`config.mk`:
```
export PLATFORM = sky130hd
export DESIGN_NAME = rgb_to_yuv420_block_converter
export DESIGN_NICKNAME = d
export VERILOG_FILES = /design/src/hw/rtl/rgbyuv_pkg.sv /design/src/hw/rtl/rgb_to_yuv420_block_converter.sv /design/src/hw/rtl/rgbyuv_pix_mac.sv /design/src/hw/rtl/rgbyuv_luma_div.sv /design/src/hw/rtl/rgbyuv_chroma_avg.sv
export SDC_FILE = /design/constraint.sdc
export NUM_CORES = 2
export LEC_CHECK = 0
export BUFFER_PORTS_ARGS = -buffer_cell sky130_fd_sc_hd__buf_2
export CAP_MARGIN = 20
export CELL_PAD_IN_SITES_DETAIL_PLACEMENT = 1
export CELL_PAD_IN_SITES_GLOBAL_PLACEMENT = 1
export CORE_UTILIZATION = 53
export CTS_BUF_LIST = sky130_fd_sc_hd__clkbuf_4 sky130_fd_sc_hd__clkbuf_8 sky130_fd_sc_hd__clkbuf_16
export DETAILED_ROUTE_END_ITERATION = 10
export GPL_TIMING_DRIVEN = 1
export PLACE_DENSITY = 0.93
export REMOVE_ABC_BUFFERS = 1
export SYNTH_ARGS = -nofsm -noshare
export SYNTH_HDL_FRONTEND = slang
export SYNTH_SLANG_ARGS = --single-unit
```
`constraint.sdc`:
```
create_clock -name clk -period 10.7 [get_ports clk]
set_input_delay 2.14 -clock clk [delete_from_list [all_inputs] [get_ports clk]]
set_output_delay 2.14 -clock clk [all_outputs]
set_load 0.03 [all_outputs]
```
`src/hw/rtl/rgbyuv_pkg.sv`:
```
// ----------------------------------------------------------------------------
// rgbyuv_pkg
// Constants and types shared by the RGB to YUV 4:2:0 block converter.
// ----------------------------------------------------------------------------
package rgbyuv_pkg;

  localparam int unsigned PixW     = 8;
  localparam int unsigned LumaSumW = 18;
  localparam int unsigned TermW    = 19;
  localparam int unsigned SumW     = 21;
  localparam int unsigned MagW     = 20;
  localparam int unsigned ChromaW  = 10;

  localparam logic [LumaSumW-1:0] CoefYR    = 18'd299;
  localparam logic [LumaSumW-1:0] CoefYG    = 18'd587;
  localparam logic [LumaSumW-1:0] CoefYB    = 18'd114;
  localparam logic [LumaSumW-1:0] LumaRound = 18'd500;

  localparam logic signed [TermW-1:0] CoefUR = 19'sd147;
  localparam logic signed [TermW-1:0] CoefUG = 19'sd289;
  localparam logic signed [TermW-1:0] CoefUB = 19'sd436;
  localparam logic signed [TermW-1:0] CoefVR = 19'sd615;
  localparam logic signed [TermW-1:0] CoefVG = 19'sd515;
  localparam logic signed [TermW-1:0] CoefVB = 19'sd100;

  // floor(x / 1000) = (x * LumaRecip) >> LumaShift for x < 2^18
  localparam int unsigned         LumaRecipW = 19;
  localparam logic [LumaRecipW-1:0] LumaRecip = 19'd268436;
  localparam int unsigned         LumaShift  = 28;

  // floor(x / 4000) = (x * ChromaRecip) >> ChromaShift for x < 2^20
  localparam int unsigned           ChromaRecipW = 21;
  localparam logic [ChromaRecipW-1:0] ChromaRecip = 21'd1073742;
  localparam int unsigned           ChromaShift  = 32;
  localparam logic [MagW-1:0]       ChromaRound  = 20'd2000;

  localparam logic [PixW-1:0] ChromaOffsetRst = 8'd128;

  typedef struct packed {
    logic s1;
    logic s2;
    logic s3;
    logic s4;
    logic s5;
  } pipe_en_t;

endpackage

```
`src/hw/rtl/rgb_to_yuv420_block_converter.sv`:
```
// ----------------------------------------------------------------------------
// rgb_to_yuv420_block_converter
// Converts one 2x2 RGB pixel block per transaction into four luma values and
// one averaged U and V.
// ----------------------------------------------------------------------------
// Input channel in_*: one transaction carries the four RGB triples of a block.
// Output channel out_*: one transaction per input, in order, with four luma
//   values and the block's U and V, each with chroma_offset added.
// cfg_wr_en/cfg_wr_data write chroma_offset; write only while the block holds
//   no transactions in flight.
// Pipeline: five register stages from acceptance to out_tvalid (pixel products,
//   sums and luma reciprocal multiply, chroma rounding, chroma reciprocal
//   multiply, clamp and offset).
// Throughput: one block per cycle while out_tready is high.
// Stall: each stage holds while the next is full and stalled; empty stages
//   still fill, so in_tready stays high until all five stages hold data.
// Reset: all stages empty, chroma_offset returns to 128.
// ----------------------------------------------------------------------------
module rgb_to_yuv420_block_converter (
  input  logic        clk,
  input  logic        rst_n,
  input  logic        in_tvalid,
  output logic        in_tready,
  // red/green/blue top_left, red/green/blue top_right,
  // red/green/blue bottom_left, red/green/blue bottom_right, 8 bits each
  input  logic [95:0] in_tdata,
  output logic        out_tvalid,
  input  logic        out_tready,
  // luma_top_left, luma_top_right, luma_bottom_left, luma_bottom_right (8 each),
  // chroma_u (10), chroma_v (10), zero pad (4)
  output logic [55:0] out_tdata,
  input  logic        cfg_wr_en,
  input  logic [7:0]  cfg_wr_data
);

  localparam int unsigned NumPix = 4;
  localparam int unsigned PixW   = rgbyuv_pkg::PixW;

  rgbyuv_pkg::pipe_en_t en;
  logic [4:0]           valid_r, valid_nxt;
  logic [PixW-1:0]      chroma_offset_r, chroma_offset_nxt;

  logic [rgbyuv_pkg::LumaSumW-1:0]     luma_sum [NumPix];
  logic signed [rgbyuv_pkg::TermW-1:0] u_term   [NumPix];
  logic signed [rgbyuv_pkg::TermW-1:0] v_term   [NumPix];
  logic [PixW-1:0]                     luma     [NumPix];
  logic signed [rgbyuv_pkg::ChromaW-1:0] chroma_u, chroma_v;

  // stage i advances when empty or when stage i+1 advances
  always_comb begin
    en.s5 = !valid_r[4] || out_tready;
    en.s4 = !valid_r[3] || en.s5;
    en.s3 = !valid_r[2] || en.s4;
    en.s2 = !valid_r[1] || en.s3;
    en.s1 = !valid_r[0] || en.s2;

    valid_nxt[0] = en.s1 ? in_tvalid  : valid_r[0];
    valid_nxt[1] = en.s2 ? valid_r[0] : valid_r[1];
    valid_nxt[2] = en.s3 ? valid_r[1] : valid_r[2];
    valid_nxt[3] = en.s4 ? valid_r[2] : valid_r[3];
    valid_nxt[4] = en.s5 ? valid_r[3] : valid_r[4];

    chroma_offset_nxt = cfg_wr_en ? cfg_wr_data : chroma_offset_r;
  end

  always_ff @(posedge clk) begin
    if (!rst_n) begin
      valid_r         <= '0;
      chroma_offset_r <= rgbyuv_pkg::ChromaOffsetRst;
    end else begin
      valid_r         <= valid_nxt;
      chroma_offset_r <= chroma_offset_nxt;
    end
  end

  assign in_tready  = en.s1;
  assign out_tvalid = valid_r[4];

  for (genvar p = 0; p < NumPix; p++) begin : g_pix
    rgbyuv_pix_mac u_mac (
      .clk      (clk),
      .en       (en.s1),
      .red      (in_tdata[(3*p+0)*PixW +: PixW]),
      .green    (in_tdata[(3*p+1)*PixW +: PixW]),
      .blue     (in_tdata[(3*p+2)*PixW +: PixW]),
      .luma_sum (luma_sum[p]),
      .u_term   (u_term[p]),
      .v_term   (v_term[p])
    );

    rgbyuv_luma_div u_ydiv (
      .clk      (clk),
      .en       (en),
      .luma_sum (luma_sum[p]),
      .luma     (luma[p])
    );
  end

  rgbyuv_chroma_avg u_cu (
    .clk    (clk),
    .en     (en),
    .term0  (u_term[0]),
    .term1  (u_term[1]),
    .term2  (u_term[2]),
    .term3  (u_term[3]),
    .offset (chroma_offset_r),
    .chroma (chroma_u)
  );

  rgbyuv_chroma_avg u_cv (
    .clk    (clk),
    .en     (en),
    .term0  (v_term[0]),
    .term1  (v_term[1]),
    .term2  (v_term[2]),
    .term3  (v_term[3]),
    .offset (chroma_offset_r),
    .chroma (chroma_v)
  );

  assign out_tdata = {4'b0000, chroma_v, chroma_u, luma[3], luma[2], luma[1], luma[0]};

`ifndef SYNTHESIS
  a_ready_when_not_full: assert property (@(posedge clk) disable iff (!rst_n)
    (valid_r != 5'b11111) |-> in_tready)
    else $error("in_tready low with an empty stage");

  a_ready_follows_out: assert property (@(posedge clk) disable iff (!rst_n)
    out_tready |-> in_tready)
    else $error("in_tready low while output side accepts");

  a_chroma_range: assert property (@(posedge clk) disable iff (!rst_n)
    out_tvalid |-> ((chroma_u >= -10'sd128) && (chroma_u <= 10'sd382)
                    && (chroma_v >= -10'sd128) && (chroma_v <= 10'sd382)))
    else $error("chroma out of range");

  a_flow_through: assert property (@(posedge clk) disable iff (!rst_n)
    (in_tvalid && in_tready && out_tready) |=> valid_r[0])
    else $error("accepted transaction lost from first stage");
`endif

endmodule

```
`src/hw/rtl/rgbyuv_pix_mac.sv`:
```
// ----------------------------------------------------------------------------
// rgbyuv_pix_mac
// First stage for one pixel: weighted luma sum and U/V terms in thousandths.
// ----------------------------------------------------------------------------
module rgbyuv_pix_mac (
  input  logic                                       clk,
  input  logic                                       en,
  input  logic [rgbyuv_pkg::PixW-1:0]                red,
  input  logic [rgbyuv_pkg::PixW-1:0]                green,
  input  logic [rgbyuv_pkg::PixW-1:0]                blue,
  output logic [rgbyuv_pkg::LumaSumW-1:0]            luma_sum,
  output logic signed [rgbyuv_pkg::TermW-1:0]        u_term,
  output logic signed [rgbyuv_pkg::TermW-1:0]        v_term
);

  logic [rgbyuv_pkg::LumaSumW-1:0]     luma_sum_r, luma_sum_nxt;
  logic signed [rgbyuv_pkg::TermW-1:0] u_term_r, u_term_nxt;
  logic signed [rgbyuv_pkg::TermW-1:0] v_term_r, v_term_nxt;
  logic signed [rgbyuv_pkg::TermW-1:0] r_s, g_s, b_s;

  always_comb begin
    r_s = $signed(rgbyuv_pkg::TermW'(red));
    g_s = $signed(rgbyuv_pkg::TermW'(green));
    b_s = $signed(rgbyuv_pkg::TermW'(blue));
    luma_sum_nxt = rgbyuv_pkg::CoefYR * rgbyuv_pkg::LumaSumW'(red)
                 + rgbyuv_pkg::CoefYG * rgbyuv_pkg::LumaSumW'(green)
                 + rgbyuv_pkg::CoefYB * rgbyuv_pkg::LumaSumW'(blue)
                 + rgbyuv_pkg::LumaRound;
    u_term_nxt = rgbyuv_pkg::CoefUB * b_s - rgbyuv_pkg::CoefUR * r_s
               - rgbyuv_pkg::CoefUG * g_s;
    v_term_nxt = rgbyuv_pkg::CoefVR * r_s - rgbyuv_pkg::CoefVG * g_s
               - rgbyuv_pkg::CoefVB * b_s;
  end

  always_ff @(posedge clk) begin
    if (en) begin
      luma_sum_r <= luma_sum_nxt;
      u_term_r   <= u_term_nxt;
      v_term_r   <= v_term_nxt;
    end
  end

  assign luma_sum = luma_sum_r;
  assign u_term   = u_term_r;
  assign v_term   = v_term_r;

endmodule

```
`src/hw/rtl/rgbyuv_luma_div.sv`:
```
// ----------------------------------------------------------------------------
// rgbyuv_luma_div
// Luma divide by 1000 via reciprocal multiply, then delay to the last stage.
// ----------------------------------------------------------------------------
module rgbyuv_luma_div (
  input  logic                              clk,
  input  rgbyuv_pkg::pipe_en_t              en,
  input  logic [rgbyuv_pkg::LumaSumW-1:0]   luma_sum,
  output logic [rgbyuv_pkg::PixW-1:0]       luma
);

  localparam int unsigned ProdW = rgbyuv_pkg::LumaSumW + rgbyuv_pkg::LumaRecipW;

  logic [ProdW-1:0]              prod_r, prod_nxt;
  logic [rgbyuv_pkg::PixW-1:0]   y3_r, y3_nxt;
  logic [rgbyuv_pkg::PixW-1:0]   y4_r;
  logic [rgbyuv_pkg::PixW-1:0]   y5_r;

  always_comb begin
    prod_nxt = ProdW'(luma_sum) * ProdW'(rgbyuv_pkg::LumaRecip);
    // quotient never exceeds 255, so no clamp
    y3_nxt   = prod_r[rgbyuv_pkg::LumaShift +: rgbyuv_pkg::PixW];
  end

  always_ff @(posedge clk) begin
    if (en.s2) prod_r <= prod_nxt;
    if (en.s3) y3_r   <= y3_nxt;
    if (en.s4) y4_r   <= y3_r;
    if (en.s5) y5_r   <= y4_r;
  end

  assign luma = y5_r;

endmodule

```
`src/hw/rtl/rgbyuv_chroma_avg.sv`:
```
// ----------------------------------------------------------------------------
// rgbyuv_chroma_avg
// Block sum of one chroma component, divide by 4000 rounded to nearest with ties away from zero,
// clamp and offset.
// ----------------------------------------------------------------------------
module rgbyuv_chroma_avg (
  input  logic                                   clk,
  input  rgbyuv_pkg::pipe_en_t                   en,
  input  logic signed [rgbyuv_pkg::TermW-1:0]    term0,
  input  logic signed [rgbyuv_pkg::TermW-1:0]    term1,
  input  logic signed [rgbyuv_pkg::TermW-1:0]    term2,
  input  logic signed [rgbyuv_pkg::TermW-1:0]    term3,
  input  logic [rgbyuv_pkg::PixW-1:0]            offset,
  output logic signed [rgbyuv_pkg::ChromaW-1:0]  chroma
);

  localparam int unsigned ProdW = rgbyuv_pkg::MagW + rgbyuv_pkg::ChromaRecipW;

  logic signed [rgbyuv_pkg::SumW-1:0]    sum_r, sum_nxt;
  logic signed [rgbyuv_pkg::SumW-1:0]    abs_val;
  logic                                  neg3_r, neg3_nxt;
  logic [rgbyuv_pkg::MagW-1:0]           mag_r, mag_nxt;
  logic                                  neg4_r;
  logic [ProdW-1:0]                      prod_r, prod_nxt;
  logic [rgbyuv_pkg::PixW-1:0]           quot;
  logic signed [rgbyuv_pkg::PixW-1:0]    clamped;
  logic signed [rgbyuv_pkg::ChromaW-1:0] out_r, out_nxt;

  always_comb begin
    sum_nxt = rgbyuv_pkg::SumW'(term0) + rgbyuv_pkg::SumW'(term1)
            + rgbyuv_pkg::SumW'(term2) + rgbyuv_pkg::SumW'(term3);

    neg3_nxt = sum_r[rgbyuv_pkg::SumW-1];
    abs_val  = neg3_nxt ? -sum_r : sum_r;
    mag_nxt  = rgbyuv_pkg::MagW'(abs_val) + rgbyuv_pkg::ChromaRound;

    prod_nxt = ProdW'(mag_r) * ProdW'(rgbyuv_pkg::ChromaRecip);

    quot = prod_r[rgbyuv_pkg::ChromaShift +: rgbyuv_pkg::PixW];
    if (neg4_r) begin
      clamped = (quot > 8'd128) ? -8'sd128 : $signed(-quot);
    end else begin
      clamped = (quot > 8'd127) ? 8'sd127 : $signed(quot);
    end
    out_nxt = $signed({{2{clamped[rgbyuv_pkg::PixW-1]}}, clamped})
            + $signed({2'b00, offset});
  end

  always_ff @(posedge clk) begin
    if (en.s2) sum_r <= sum_nxt;
    if (en.s3) begin
      neg3_r <= neg3_nxt;
      mag_r  <= mag_nxt;
    end
    if (en.s4) begin
      neg4_r <= neg3_r;
      prod_r <= prod_nxt;
    end
    if (en.s5) out_r <= out_nxt;
  end

  assign chroma = out_r;

endmodule
```
==> out/metrics.cfg <==
[clock_network]
cts_made_buffers = 54
clk_path_buf_depth = 3
clockRootBuffer = clkbuf_16
cts.sinks = 479
insertion_delay_ps = 710
htree_levels = 2
cts_tree = yes
cts_resized = 0
clk_pin_slew_worst_paths_ps = 60
post_cts_buffers = 0
cts_hold_buf = 0

[routing]
drc_errors = 0
first_pass_iters = 6
via_count = 68100
wire_per_inst_um = 28.3
ant_nets = 0
routed_via_density = 6.23
wl_um = 310000
drt_iter0_drc = 4814

[sta]
max_freq_mhz = 112
drv_slew = 0
hold_viol = 0
slew_headroom_pct = 23.5
period_share_pct = 83.8
setup_tns_ps = 0
fin_crit_ps = 8970
rsz0062_at_grt = false
finClkSkew_ps = 34.0
setup_violations = 0
worstMarginPinSlew_ps = 1150

[finish]
synthToLayoutAreaGrowth_pct = 6.25
nNetsFinal = 12000
nFillCells = 17700
final_common_cell = ha_1
mostFrequentLayoutCells = 2,213 x ha_1, 2,026 x inv_1, 1,010 x fa_1
final_cells = 10900
final_util_pct = 56.9
final_area_mm2 = 0.0928
drive_above_1_share_pct = 3.54

[logic_synthesis]
syn_area_mm2 = 0.0873
synth_cell_types = 87
syn_inst = 8492
synthArstFlopShare_pct = 0
avgSynthCellArea_um2 = 10.3
ys_seq_area_share_pct = 16.3
synth_edf_count = 466
ys.flop_type = edfxtp_1
ys_seq_elements = 479
ys_warn_count = 0

[floorplanning]
core_mm2 = 0.163
io_pins = 167
start_util_pct = 53.5
std_cell_rows = 148
die_area_mm2 = 0.166
dieHeight_um = 408
chipWidth_um = 408

[grt]
grt_pass1_vias = 80400
grt_usage_pct = 37.1
antenna_found_initial = 18
grt_max_degree = 75
grt_pass1_wl_um = 471000
grt_overflow_total = 0

[placed_design]
post_dp_cell_area_mm2 = 0.0908
dp_hpwl_um = 234000
numPortBuffers = 162
dp_cells = 10800
gp_congestion = 0.950

[flow_run]
cap_violations = 0

[critical_path]
path_buf_inv = 5
crit_chain = buf_2 -> inv_1 -> fa_1 -> inv_1 -> fa_1 -> ha_1 -> fa_1 -> xor2_1 -> ha_1 -> ha_1 -> fa_1 -> inv_1 -> fa_1 -> fa_1 -> inv_1 -> ha_1 -> a21oi_1 -> o21ai_1 -> o41ai_1 -> nand3_1 -> o311ai_1
cp_max_fo = 7
worstSetupStartpointType = input pin
cp.required_ps = 11170
cp_common_cell = fa_1
crit_type = input pin to flip-flop
cp-end-kind = flip-flop
slowest_delay_ps = 800
cpMaxStageDelayCell = o41ai_1
cp_top_family = adder cells
arrival_ps = 9440

[worst_hold_path]
hp-class = flip-flop to flip-flop

[status]
outcome = finished, final reports clean

## synth_stat cells, types with 16 or more instances
| cell type | count | area share (%) |
|---|---|---|
| ha_1 | 2213 | 32 |
| a211oi_1 | 29 | 0.25 |
| edfxtp_1 | 466 | 16 |
| nand4_1 | 29 | 0.21 |
| o41ai_1 | 20 | 0.20 |
| o21a_1 | 59 | 0.51 |
| o21bai_1 | 86 | 0.74 |
| inv_1 | 2028 | 8.7 |
| or2_2 | 24 | 0.17 |
| xnor2_1 | 374 | 3.8 |
| a21o_1 | 136 | 1.2 |
| or3_1 | 25 | 0.18 |
| fa_1 | 1010 | 23 |
| nand2_1 | 209 | 0.90 |
| a21boi_1 | 24 | 0.21 |
| o21ai_0 | 134 | 0.77 |
| o211ai_1 | 31 | 0.27 |
| and2_1 | 16 | 0.11 |
| nor3_1 | 89 | 0.51 |
| nand3_1 | 71 | 0.41 |
| o31a_1 | 17 | 0.17 |
| nor2b_1 | 76 | 0.54 |
| a21oi_1 | 370 | 2.1 |
| o31ai_1 | 22 | 0.19 |
| nand2b_1 | 71 | 0.51 |
| clkbuf_1 | 18 | 0.077 |
| xor2_1 | 179 | 1.8 |
| nor2_1 | 281 | 1.2 |
| and3_1 | 36 | 0.26 |
| a31oi_1 | 42 | 0.30 |
| o21ai_1 | 84 | 0.48 |
## layer usage
metal	track usage (%)	vias up	wire length [µm]
met5	0.0287	-	45
met1	38.3	33700	105000
met2	63.4	3806	149000
met4	31.1	8	30400
li1	-	28600	-
met3	9.31	1925	25000
## worst register-to-register path, delay by kind of cell (launching register included)
| family | cells | cell delay, ps |
|---|---|---|
| XOR/XNOR | 1 | 140 |
| flip-flops | 1 | 600 |
| buffers and inverters | 2 | 410 |
| AND/OR/NAND/NOR | 1 | 230 |
| adder cells (fa/ha/maj) | 8 | 3570 |
| AO/OA/AOI/OAI | 6 | 2180 |
## worst paths after layout
kind                                      from  slack, ps  cells after the start                               endpoint
min          g_pix[2].u_ydiv.y3_r[4]$_DFFE_PP_        420                      0      g_pix[2].u_ydiv.y4_r[4]$_DFFE_PP_
max reg2reg            u_cu.mag_r[2]$_DFFE_PP_       3290                     18              u_cu.prod_r[39]$_DFFE_PP_
max                               in_tdata[90]       1730                     21  g_pix[3].u_mac.luma_sum[16]$_DFFE_PP_
min reg2reg  g_pix[2].u_ydiv.y3_r[4]$_DFFE_PP_        420                      0      g_pix[2].u_ydiv.y4_r[4]$_DFFE_PP_
## per-stage QoR
step,hold WS (ps),setup WS [ps]
CTS,420,2260
floorplan,400,757
global placement,400,2060
detailed placement,405,1790
global route,424,1800
finish,418,1730
## registers in the layout, indices dropped and copies added, names as in the netlist, 5 cells and up
name / count
g_pix.u_mac.v_term: 75
u_cu.mag_r: 20
g_pix.u_mac.u_term: 73
u_cv.mag_r: 20
g_pix.u_ydiv.y3_r: 32
u_cv.sum_r: 21
u_cu.sum_r: 21
g_pix.u_ydiv.prod_r: 32
u_cu.prod_r: 8
u_cv.chroma: 10
g_pix.u_ydiv.y4_r: 32
g_pix.u_ydiv.luma: 32
g_pix.u_mac.luma_sum: 68
chroma_offset_r: 8
u_cu.chroma: 10
u_cv.prod_r: 8
valid_r: 5
## layout make-up
class,instances,area [µm²],share of cell area (%)
tap,2175,2720,2.93
inverter,2029,7620,8.21
antenna,11,27.5,0.0297
timing repair buffer,170,903,0.974
multi-input combinational,5962,65400,70.5
clock inverter,37,458,0.494
clock buffer,61,1420,1.53
sequential,479,14300,15.4
## logic make-up after synthesis
family                   after synthesis  synth area share [%]
multiplexers                          17                 0.201
buffers and inverters               2054                  8.85
XOR/XNOR                             553                  5.55
AO/OA/AOI/OAI                       1163                  8.49
adder cells (fa/ha/maj)             3223                  54.9
AND/OR/NAND/NOR                     1002                  5.70
flip-flops                           479                  16.3
other                                  1               0.00430
Power is not shown: default switching activity piles up to over one toggle a cycle in this logic, so the estimate is an artifact.
